### config.mk
export PLATFORM = sky130hd
export DESIGN_NAME = pncm_cell
export DESIGN_NICKNAME = d
export VERILOG_FILES = /design/src/rtl/core/pncm_pkg.sv /design/src/rtl/core/pncm_cell.sv
export VERILOG_INCLUDE_DIRS = /design/src /design/src/rtl/core
export SDC_FILE = /design/constraint.sdc
export NUM_CORES = 1
export LEC_CHECK = 0
export ABC_AREA = 0
export BUFFER_PORTS_ARGS = -buffer_cell sky130_fd_sc_hd__buf_2
export CAP_MARGIN = 30
export CORE_ASPECT_RATIO = 0.5
export CORE_UTILIZATION = 48
export CTS_CLUSTER_SIZE = 25
export DETAILED_ROUTE_END_ITERATION = 10
export PLACE_DENSITY = 0.79
export SETUP_SLACK_MARGIN = 0.15
export SLEW_MARGIN = 20
export SYNTH_ARGS = -nofsm -noshare
export SYNTH_HDL_FRONTEND = slang
export SYNTH_SLANG_ARGS = --single-unit
### constraint.sdc
create_clock -name clk -period 5 [get_ports clk]
set_input_delay 0.5 -clock clk [delete_from_list [all_inputs] [get_ports clk]]
set_output_delay 0.5 -clock clk [all_outputs]
set_load 0.01 [all_outputs]
### src/rtl/core/palette_nearest_colour_match_assert.svh
// ----------------------------------------------------------------------------
// Assertion macros for the nearest palette colour match block
// Concurrent checks on a rising clock edge, switched off under SYNTHESIS.
// ----------------------------------------------------------------------------
`ifndef PALETTE_NEAREST_COLOUR_MATCH_ASSERT_SVH
`define PALETTE_NEAREST_COLOUR_MATCH_ASSERT_SVH

`ifndef SYNTHESIS

// Antecedent implies consequent in the same cycle
`define PNCM_ASSERT_SAME(label, clk, rst, ante, cons) \
  label: assert property (@(posedge clk) disable iff (rst) (ante) |-> (cons)) \
    else $error("pncm check failed");

// Antecedent implies consequent in the next cycle
`define PNCM_ASSERT_NEXT(label, clk, rst, ante, cons) \
  label: assert property (@(posedge clk) disable iff (rst) (ante) |=> (cons)) \
    else $error("pncm check failed");

`else

`define PNCM_ASSERT_SAME(label, clk, rst, ante, cons)
`define PNCM_ASSERT_NEXT(label, clk, rst, ante, cons)

`endif

`endif

### src/rtl/core/pncm_pkg.sv
// ----------------------------------------------------------------------------
// pncm_pkg
// Shared types, constants and helpers for the nearest palette colour match.
// ----------------------------------------------------------------------------
package pncm_pkg;

  // Field widths fixed by the interface
  localparam int COMP_W = 8;
  localparam int IDX_W  = 8;
  // |dr| + |dg| + |db| peaks at 765, which fits in 10 bits
  localparam int DIST_W = 10;

  localparam int PALETTE_ENTRIES_DEF = 256;

  localparam logic [DIST_W-1:0] DIST_PEAK = DIST_W'(765);
  // Starting best distance: above any real distance, so entry 0 always wins
  localparam logic [DIST_W-1:0] DIST_INIT = '1;

  // Action codes
  localparam logic ACT_LOAD  = 1'b0;
  localparam logic ACT_MATCH = 1'b1;

  // Query word travelling along the chain of cells
  typedef struct packed {
    logic              valid;
    logic [COMP_W-1:0] red;
    logic [COMP_W-1:0] green;
    logic [COMP_W-1:0] blue;
    logic [DIST_W-1:0] best_dist;
    logic [IDX_W-1:0]  best_idx;
  } pncm_token_t;

  // Palette write broadcast to every cell
  typedef struct packed {
    logic              en;
    logic [IDX_W-1:0]  index;
    logic [COMP_W-1:0] red;
    logic [COMP_W-1:0] green;
    logic [COMP_W-1:0] blue;
  } pncm_wr_t;

  function automatic logic [COMP_W-1:0] abs_diff(input logic [COMP_W-1:0] a,
                                                 input logic [COMP_W-1:0] b);
    abs_diff = (a >= b) ? (a - b) : (b - a);
  endfunction

endpackage

### src/rtl/core/pncm_cell.sv
// ----------------------------------------------------------------------------
// pncm_cell
// One palette entry plus a distance unit. Compares the passing query word
// against its entry and hands the word, with the best so far, to the next cell.
// ----------------------------------------------------------------------------
`include "palette_nearest_colour_match_assert.svh"

module pncm_cell
  import pncm_pkg::*;
#(
  parameter int CELL_INDEX = 0
) (
  input  logic        clk,
  input  logic        rst,
  input  pncm_wr_t    wr,
  input  pncm_token_t tok_in,
  output pncm_token_t tok_out
);

  logic [COMP_W-1:0] entry_red;
  logic [COMP_W-1:0] entry_green;
  logic [COMP_W-1:0] entry_blue;
  logic [DIST_W-1:0] gap_sum;
  logic              closer;

  // Palette entry, written when the load address hits this cell
  always_ff @(posedge clk) begin
    if (wr.en && (wr.index == IDX_W'(CELL_INDEX))) begin
      entry_red   <= wr.red;
      entry_green <= wr.green;
      entry_blue  <= wr.blue;
    end
  end

  // Manhattan distance to the query colour
  always_comb begin
    gap_sum = DIST_W'(abs_diff(entry_red, tok_in.red))
            + DIST_W'(abs_diff(entry_green, tok_in.green))
            + DIST_W'(abs_diff(entry_blue, tok_in.blue));
    // strict compare keeps the lower index on a tie
    closer = gap_sum < tok_in.best_dist;
  end

  // Word register: valid bit under reset, payload free running
  always_ff @(posedge clk) begin
    if (rst) begin
      tok_out.valid <= 1'b0;
    end else begin
      tok_out.valid <= tok_in.valid;
    end
    tok_out.red   <= tok_in.red;
    tok_out.green <= tok_in.green;
    tok_out.blue  <= tok_in.blue;
    if (closer) begin
      tok_out.best_dist <= gap_sum;
      tok_out.best_idx  <= IDX_W'(CELL_INDEX);
    end else begin
      tok_out.best_dist <= tok_in.best_dist;
      tok_out.best_idx  <= tok_in.best_idx;
    end
  end

  // A word leaving a cell has seen at least this entry
  `PNCM_ASSERT_SAME(a_dist_bounded, clk, rst, tok_out.valid, tok_out.best_dist <= DIST_PEAK)
  `PNCM_ASSERT_SAME(a_idx_bounded, clk, rst, tok_out.valid, tok_out.best_idx <= IDX_W'(CELL_INDEX))

endmodule

==> impl_metrics.tcl, run 1 <==
set metrics [dict create \
    outcome "finished, violations left" \
    violations "setup timing" \
    numCtsBuffers 9 \
    antenna_found_initial 0 \
    dr.first_iter.drc_count 187 \
    reg2regPathDepth 23 \
    worst-path-max-fanout 6 \
    clk_pin_slew_ps 50 \
    wl_met3_um 591 \
    max_freq_mhz 199 \
    ant_nets 0 \
    cap_violations 0 \
    r2r_slack_ps -10 \
    yosys_most_used_dff "dfxtp_1" \
    vias 3706 \
    synthCells 439 \
    worst_ep_required_time_ps 5220 \
    powerDensity_nw_per_um2 418 \
    synth.top_cell.area_share_pct 19.1 \
    startpoint_type "flop" \
    rsz0062_at_grt "true" \
    ctsLongestPathBuffers 2 \
    setup_viol 2 \
    htreeDepth 3 \
    finalCriticalPeriod_ps 5010 \
    ys_top_cells_by_area "dfxtp_1 (19%), ha_1 (17%), edfxtp_1 (16%)" \
    wl_per_cell_um 14.2 \
    leakage_uw 0.00309 \
    met1_length_um 4660 \
    yosys_register_bits 67 \
    grt_max_degree 25 \
    final_cell_mix "buf_2 (120), inv_1 (73), ha_1 (49)" \
    nets 766 \
    finClkSkew_ps 7.44 \
    hold_viol 0 \
    clk_latency_ps 340 \
    wl_um 10400 \
    fp.dieW_um 139 \
    cp-end-kind "flop" \
    min_path_cells 1 \
    fin_ws_ps -14.4 \
    ios 121 \
    cp.depth 23 \
    drt_first_pass_iters 6 \
    port-buffer-count 120 \
    ir_drop_uv 199 \
    final_common_cell "buf_2" \
    maxSlewHeadroom_pct 70.9 \
    diodes 0 \
    yosys.area.top_type "dfxtp_1" \
    preCtsSetupSlack_ps -118 \
    initial_core_util_pct 50.6 \
    critPathBufInv 5 \
    grt_use_total_pct 21.4 \
    synth_area_um2 4500 \
    cts_tree "yes" \
    power_uw 2620 \
    critPathMaxStageDelay_ps 530 \
    hold_buffers 0 \
    wl_met2_um 5030 \
    synth_cell_types 43 \
    slew_viol_final 0 \
    yosysWarningCount 0 \
    fp.dieH_um 70.4 \
    period_share_pct 100 \
    hold_path_class "in -> reg" \
    grt_pass1_wl_um 16100 \
    drive_gt1_share_pct 41.5 \
    async_flop_share_pct 0 \
    arrival_ps 5230 \
    top_layer_used "met4" \
    coreArea_um2 8890 \
    synth-edff-count 24 \
    cp_top_family "adder cells" \
    root_buffer "clkbuf_16" \
    worstMarginPinSlew_ps 431 \
    avgViaCountPerCell 5.05 \
    drc_errors 0 \
    place.gp.congestion 0.898 \
    row_count 24 \
    grt_pass1_vias 3560 \
    fin_tns_setup_ps -21.0 \
    synth_fp_nets 593 \
    synth.avg_cell_area_um2 10.2 \
    overflow 0 \
    cts.sinks 67 \
    yosysSeqAreaShare_pct 35.2 \
    crit_chain "inv_1, ha_2, inv_2, fa_2, nand3_2, a311oi_2, a211oi_4, buf_6, mux2i_4, xor2_2, fa_1, inv_2, fa_2, a21oi_2, or2_4, a21boi_1, o21a_1, ha_4, and4_4, o211ai_1, o211a_1, buf_6, mux2_4" \
    crit_type "reg -> reg" \
    syn2layout_area_growth_pct 39.2 \
    die_area_um2 9780 \
    dp_hpwl_um 7840 \
    cp_slowest_cell "fa_1" \
]
per-layer routing:
metal | global-route usage (%) | vias to the layer above
met2 | 37.1 | 114
met4 | 7.04 | 0
met1 | 25.8 | 1743
met5 | 0 | -
met3 | 5.97 | 11
li1 | - | 1838
layout make-up:
cell class | count | area [um2]
multi-input combinational | 282 | 2880
fill | 657 | 2630
sequential | 67 | 1580
timing repair buffer | 173 | 1040
inverter | 79 | 297
clock buffer | 12 | 268
tap | 117 | 146
clock inverter | 4 | 46.3
metrics by stage:
step / cells / area (um2) / hold WS (ps) / utilization, %
after floorplan: 439 / 4670 / 528 / -
after global placement: 699 / 5620 / 618 / 63.2
after detailed placement: 699 / 5620 / 627 / 63.2
after CTS: 730 / 6080 / 282 / 68.4
after global routing: 734 / 6260 / 274 / 70.4
final: 734 / 6260 / 288 / 70.4
registers in the layout, indices dropped and copies added (netlist names):
signal and count:
tok_out 43, entry_red 8, entry_green 8, entry_blue 8
cell usage after synthesis, types with 7 or more instances:
library cell and instances:
a21oi_1 27, o21ai_0 9, mux2_2 11, nor2b_1 12, nand2_1 14, nand3_1 7, nand4_1 7, ha_1 61
a21o_1 11, xnor2_1 10, a31oi_1 9, fa_1 15, mux2i_1 18, nor2_1 9, edfxtp_1 24, inv_1 79
xor2_1 12, o21a_1 8, dfxtp_1 43
where the power goes:
group | total (uW) | switching, uW | internal, uW
logic | 1300 | 589 | 711
registers | 658 | 14.3 | 644
clock network | 658 | 230 | 428
final timing paths:
kind,to,startpoint
max,tok_out[16],entry_blue[0]
min,tok_out[33],tok_in[33]
max reg2reg,tok_out[16],entry_blue[0]
min reg2reg,tok_out[8],entry_red[0]
what timing repair did:
action,in CTS,in global routing
setup buffers,15,4
pin swaps,5,4
resized for setup,11,24
endpoints found under the setup margin,18,18
logic make-up after synthesis:
| kind of cell | after synthesis | synth area share, % |
|---|---|---|
| AOI/OAI and AO/OA | 89 | 13.9 |
| xor gates and xnor gates | 22 | 4.28 |
| adders and majority gates | 76 | 23.7 |
| buffers and inverters | 90 | 8.07 |
| DFF | 67 | 35.2 |
| muxes | 31 | 7.26 |
| and+or+nand+nor | 64 | 7.65 |
Note: power is estimated with default switching activity, not from simulation.
==> run 2: changes to the inputs <==
--- a/config.mk
+++ b/config.mk
@@ -6,14 +6,14 @@
 export SDC_FILE = /design/constraint.sdc
 export NUM_CORES = 1
 export LEC_CHECK = 0
-export ABC_AREA = 0
+export ABC_AREA = 1
 export BUFFER_PORTS_ARGS = -buffer_cell sky130_fd_sc_hd__buf_2
 export CAP_MARGIN = 30
 export CORE_ASPECT_RATIO = 0.5
-export CORE_UTILIZATION = 48
+export CORE_UTILIZATION = 50
 export CTS_CLUSTER_SIZE = 25
 export DETAILED_ROUTE_END_ITERATION = 10
-export PLACE_DENSITY = 0.79
+export PLACE_DENSITY = 0.8
 export SETUP_SLACK_MARGIN = 0.15
 export SLEW_MARGIN = 20
 export SYNTH_ARGS = -nofsm -noshare
==> impl_metrics.tcl, run 2 <==
set metrics [dict create \
    avgViaCountPerCell 4.70 \
    hold_viol 0 \
    initial_core_util_pct 52.5 \
    crit_type "reg -> reg" \
    met1_length_um 5080 \
    ys_top_cells_by_area "dfxtp_1 (17%), ha_1 (15%), nand2_1 (15%)" \
    worstMarginPinSlew_ps 406 \
    fillerInstances 839 \
    top_layer_used "met4" \
    path_common_cell "nand2_1" \
    place.gp.congestion 0.837 \
    synth_cell_types 31 \
    leakage_uw 0.00358 \
    overflow 0 \
    powerDensity_nw_per_um2 367 \
    hold_path_class "in -> reg" \
    clk_latency_ps 340 \
    place_area_um2 5730 \
    fp.dieH_um 73.0 \
    wl_met3_um 667 \
    ant_nets 0 \
    htreeDepth 3 \
    drc_errors 0 \
    seq_area_um2 1580 \
    ys_top_cells_by_count "nand2_1 (196), inv_1 (150), ha_1 (61)" \
    slew_viol_final 0 \
    cp_top_family "adder cells" \
    numCtsBuffers 9 \
    grt_max_degree 25 \
    stdcell_area_um2 6180 \
    synth_area_um2 5040 \
    wl_met2_um 5160 \
    hold_buffers 0 \
    yosys.area.top_type "dfxtp_1" \
    wl_um 11100 \
    ios 121 \
    finalCriticalPeriod_ps 4610 \
    arrival_ps 4870 \
    cts.sinks 67 \
    root_buffer "clkbuf_16" \
    fp.dieW_um 144 \
    cap_violations 0 \
    grt_pass1_wl_um 17300 \
    yosysWarningCount 0 \
    clk_pin_slew_ps 60 \
    worst-path-max-fanout 6 \
    ctsLongestPathBuffers 2 \
    drive_gt1_share_pct 22.9 \
    cp_slowest_cell "fa_1" \
    port-buffer-count 120 \
    hold_ws_ps 276 \
    drt_first_pass_iters 4 \
    die_area_um2 10500 \
    final_cell_mix "nand2_1 (195), inv_1 (148), buf_2 (120)" \
    yosysSeqAreaShare_pct 31.4 \
    grt_pass1_vias 3996 \
    yosysMostFrequentCell "nand2_1" \
    synth.avg_cell_area_um2 7.54 \
    maxSlewHeadroom_pct 72.9 \
    finClkSkew_ps 2.72 \
    critPathMaxStageDelay_ps 540 \
    wl_per_cell_um 11.8 \
    async_flop_share_pct 0 \
    antenna_found_initial 0 \
    startpoint_type "flop" \
    dp_hpwl_um 8600 \
    synthCells 669 \
    synth-edff-count 24 \
    cts_tree "yes" \
    worst_ep_required_time_ps 5270 \
    yosys_register_bits 67 \
    outcome "finished, final reports clean" \
    ir_drop_uv 170 \
    reg2regPathDepth 27 \
    diodes 0 \
    final_common_cell "nand2_1" \
    cp-end-kind "flop" \
    largest_register_ffs 43 \
    row_count 25 \
    cp.depth 27 \
    vias 4407 \
    critPathBufInv 4 \
    syn2layout_area_growth_pct 22.5 \
    setup_viol 0 \
    dr.first_iter.drc_count 181 \
    coreArea_um2 9600 \
    period_share_pct 92.1 \
    synth_fp_nets 823 \
    yosys_most_used_dff "dfxtp_1" \
    multi_input_area_um2 2870 \
    regMostFlops "tok_out" \
    rsz0062_at_grt "false" \
    nets 952 \
    synth.top_cell.area_share_pct 17.1 \
    grt_use_total_pct 21.6 \
    min_path_cells 1 \
    max_freq_mhz 217 \
]
==> run 2: cell families after synthesis <==
| group | after synthesis | share of synthesized area, % |
|---|---|---|
| adders and majority gates | 76 | 21.1 |
| xor gates and xnor gates | 19 | 3.30 |
| buffers and inverters | 163 | 13.4 |
| DFF | 67 | 31.4 |
| AOI/OAI and AO/OA | 50 | 5.78 |
| and+or+nand+nor | 294 | 25.1 |
==> run 2: worst register-to-register path: cells and delay by family, from the launching register on <==
family / cells / cell delay [ps]
buf+inv: 4 / 350
flops: 1 / 400
fa+ha+maj: 5 / 1880
simple gates: 16 / 1600
compound gates: 2 / 320
==> run 2: worst paths after layout <==
path	from	end	slack, ps
hold reg to reg	entry_red[0]	tok_out[8]	1110
setup reg to reg	entry_red[0]	tok_out[9]	390
setup / recovery	entry_red[0]	tok_out[9]	390
hold / removal	tok_in[41]	tok_out[41]	280
==> run 2: stage by stage <==
| stage | total power, uW | setup slack (ps) | setup TNS (ps) | utilization [%] | cells |
|---|---|---|---|---|---|
| finish | 2270 | 394 | 0 | 64.3 | 938 |
| global route | 2450 | 110 | 0 | 64.3 | 938 |
| CTS | 2210 | 228 | 0 | 62.9 | 930 |
| detailed placement | 1560 | -32.0 | -113 | 59.6 | 914 |
| global placement | 1540 | 191 | 0 | 59.6 | 914 |
| floorplan | 1320 | 858 | 0 | - | 669 |
==> run 2: timing repair <==
item	4_1_cts	5_1_grt
setup endpoints to repair	13	18
gates resized for setup	1	19
setup buffers	0	7
cloned	0	1
pin swaps	0	5
==> run 2: area by class of cell <==
class,instances,share of cell area [%]
Sequential cell,67,25.6
Multi-Input combinational cell,440,46.5
Tap cell,135,2.73
Timing Repair Buffer,129,10.9
Clock buffer,12,4.52
Clock inverter,4,0.466
Inverter,151,9.30
==> run 2: per-layer routing <==
metal,vias up,global-route usage [%]
li1,2299,-
met5,-,0
met4,0,6.97
met2,123,36.1
met1,1970,27.7
met3,15,5.12
==> run 2: power breakdown <==
group          internal [uW]  switching, uW
Combinational            388            570
Sequential               654           17.9
Clock                    397            243
==> run 3: changes to the inputs <==
--- a/config.mk
+++ b/config.mk
@@ -9,11 +9,13 @@
 export ABC_AREA = 1
 export BUFFER_PORTS_ARGS = -buffer_cell sky130_fd_sc_hd__buf_2
 export CAP_MARGIN = 30
+export CELL_PAD_IN_SITES_DETAIL_PLACEMENT = 1
+export CELL_PAD_IN_SITES_GLOBAL_PLACEMENT = 1
 export CORE_ASPECT_RATIO = 0.5
-export CORE_UTILIZATION = 50
+export CORE_UTILIZATION = 35
 export CTS_CLUSTER_SIZE = 25
 export DETAILED_ROUTE_END_ITERATION = 10
-export PLACE_DENSITY = 0.8
+export PLACE_DENSITY = 0.79
 export SETUP_SLACK_MARGIN = 0.15
 export SLEW_MARGIN = 20
 export SYNTH_ARGS = -nofsm -noshare
==> constraint.sdc (replaced) <==
create_clock -name clk -period 4.2 [get_ports clk]
set_input_delay 0.42 -clock clk [delete_from_list [all_inputs] [get_ports clk]]
set_output_delay 0.42 -clock clk [all_outputs]
set_load 0.01 [all_outputs]
==> impl_metrics.tcl, run 3 (same netlist as run 2, synthesis figures left out) <==
set metrics [dict create \
    outcome "finished, violations left" \
    violations "setup timing" \
    wl_per_cell_um 16.5 \
    max_freq_mhz 217 \
    hold_viol 0 \
    syn2layout_area_growth_pct 44.5 \
    overflow 0 \
    drive_gt1_share_pct 38.2 \
    cp_slowest_cell "fa_1" \
    final_cell_mix "nand2_1 (172), inv_1 (139), buf_2 (120)" \
    fp.dieH_um 86.9 \
    fin_tns_setup_ps -6680 \
    antenna_found_initial 0 \
    grt_max_degree 25 \
    hold_buffers 0 \
    dr.first_iter.drc_count 190 \
    wl_um 18100 \
    root_buffer "clkbuf_16" \
    numCtsBuffers 9 \
    final_common_cell "nand2_1" \
    finClkSkew_ps 6.69 \
    largest_register_ffs 43 \
    crit_type "reg -> reg" \
    place.gp.congestion 0.880 \
    fillerInstances 1787 \
    drc_errors 0 \
    grt_pass1_wl_um 27500 \
    arrival_ps 4890 \
    ios 121 \
    cts_tree "yes" \
    preCtsSetupSlack_ps -511 \
    rsz0062_at_grt "true" \
    critPathMaxStageDelay_ps 450 \
    ir_drop_uv 245 \
    die_area_um2 14900 \
    clk_latency_ps 350 \
    cp-end-kind "flop" \
    place_area_um2 6490 \
    finalCriticalPeriod_ps 4620 \
    leakage_uw 0.00408 \
    vias 5210 \
    port-buffer-count 120 \
    period_share_pct 110 \
    path_common_cell "nand2_1" \
    grt_pass1_vias 5568 \
    fin_ws_ps -418 \
    setup_viol 18 \
    fp.dieW_um 172 \
    clk_pin_slew_ps 60 \
    ant_nets 0 \
    power_uw 3360 \
    r2r_slack_ps -420 \
    slew_viol_final 0 \
    row_count 30 \
    stdcell_area_um2 7290 \
    grt_use_total_pct 24.2 \
    dp_hpwl_um 12300 \
    cap_violations 0 \
    initial_core_util_pct 36.5 \
    drt_first_pass_iters 4 \
    worstMarginPinSlew_ps 404 \
    htreeDepth 3 \
    worst-path-max-fanout 6 \
    hold_ws_ps 186 \
    maxSlewHeadroom_pct 73.0 \
    avgViaCountPerCell 4.76 \
    regMostFlops "tok_out" \
    cts.sinks 67 \
    powerDensity_nw_per_um2 462 \
    startpoint_type "flop" \
    ctsLongestPathBuffers 2 \
    diodes 0 \
    coreArea_um2 13800 \
    worst_ep_required_time_ps 4470 \
    hold_path_class "in -> reg" \
    nets 1052 \
]
-- run 3: final timing paths --
| path | to | from | cells after the start |
|---|---|---|---|
| hold / removal | tok_out[33] | tok_in[33] | 1 |
| setup reg to reg | tok_out[8] | entry_red[0] | 30 |
| setup / recovery | tok_out[8] | entry_red[0] | 30 |
| hold reg to reg | tok_out[9] | entry_blue[1] | 7 |
-- run 3: where the power goes --
group	switching, uW	internal (uW)
sequential	22.3	779
combinational	965	774
clock	302	522
total	1290	2070
-- run 3: critical path: cells and delay by family (launching register included) --
family          cells  cell delay [ps]
flops               1              410
simple gates       15             1450
fa+ha+maj           5             1510
buf+inv             8              930
compound gates      2              240
-- run 3: area by class of cell --
cell class / instances / area, um2 / area share, %
clock inverter: 2 / 60.1 / 0.824
tap: 192 / 240 / 3.30
multi-input combinational: 440 / 3160 / 43.3
inverter: 151 / 569 / 7.81
clock buffer: 14 / 244 / 3.35
timing repair buffer: 229 / 1430 / 19.7
sequential: 67 / 1580 / 21.7
-- run 3: timing repair --
action / 4_1_cts / 5_1_grt
resized for setup: 79 / 16
setup endpoints to repair: 18 / 18
pin swaps: 26 / 8
buffers inserted: 6 / 8
gates cloned: 1 / 1
-- run 3: metal layers --
metal	global-route usage [%]	share of wire, %	vias up
li1	-	-	2500
met1	28.4	43	2515
met2	43.5	49	153
met3	6.09	5.0	42
met4	8.21	2.5	0
met5	0	0	-
-- run 3: per-stage QoR --
stage | std cells | utilization [%]
after floorplan | 669 | -
after detailed placement | 1063 | 47.0
after CTS | 1086 | 51.9
after global placement | 1063 | 47.0
final | 1095 | 52.7
after global routing | 1095 | 52.7
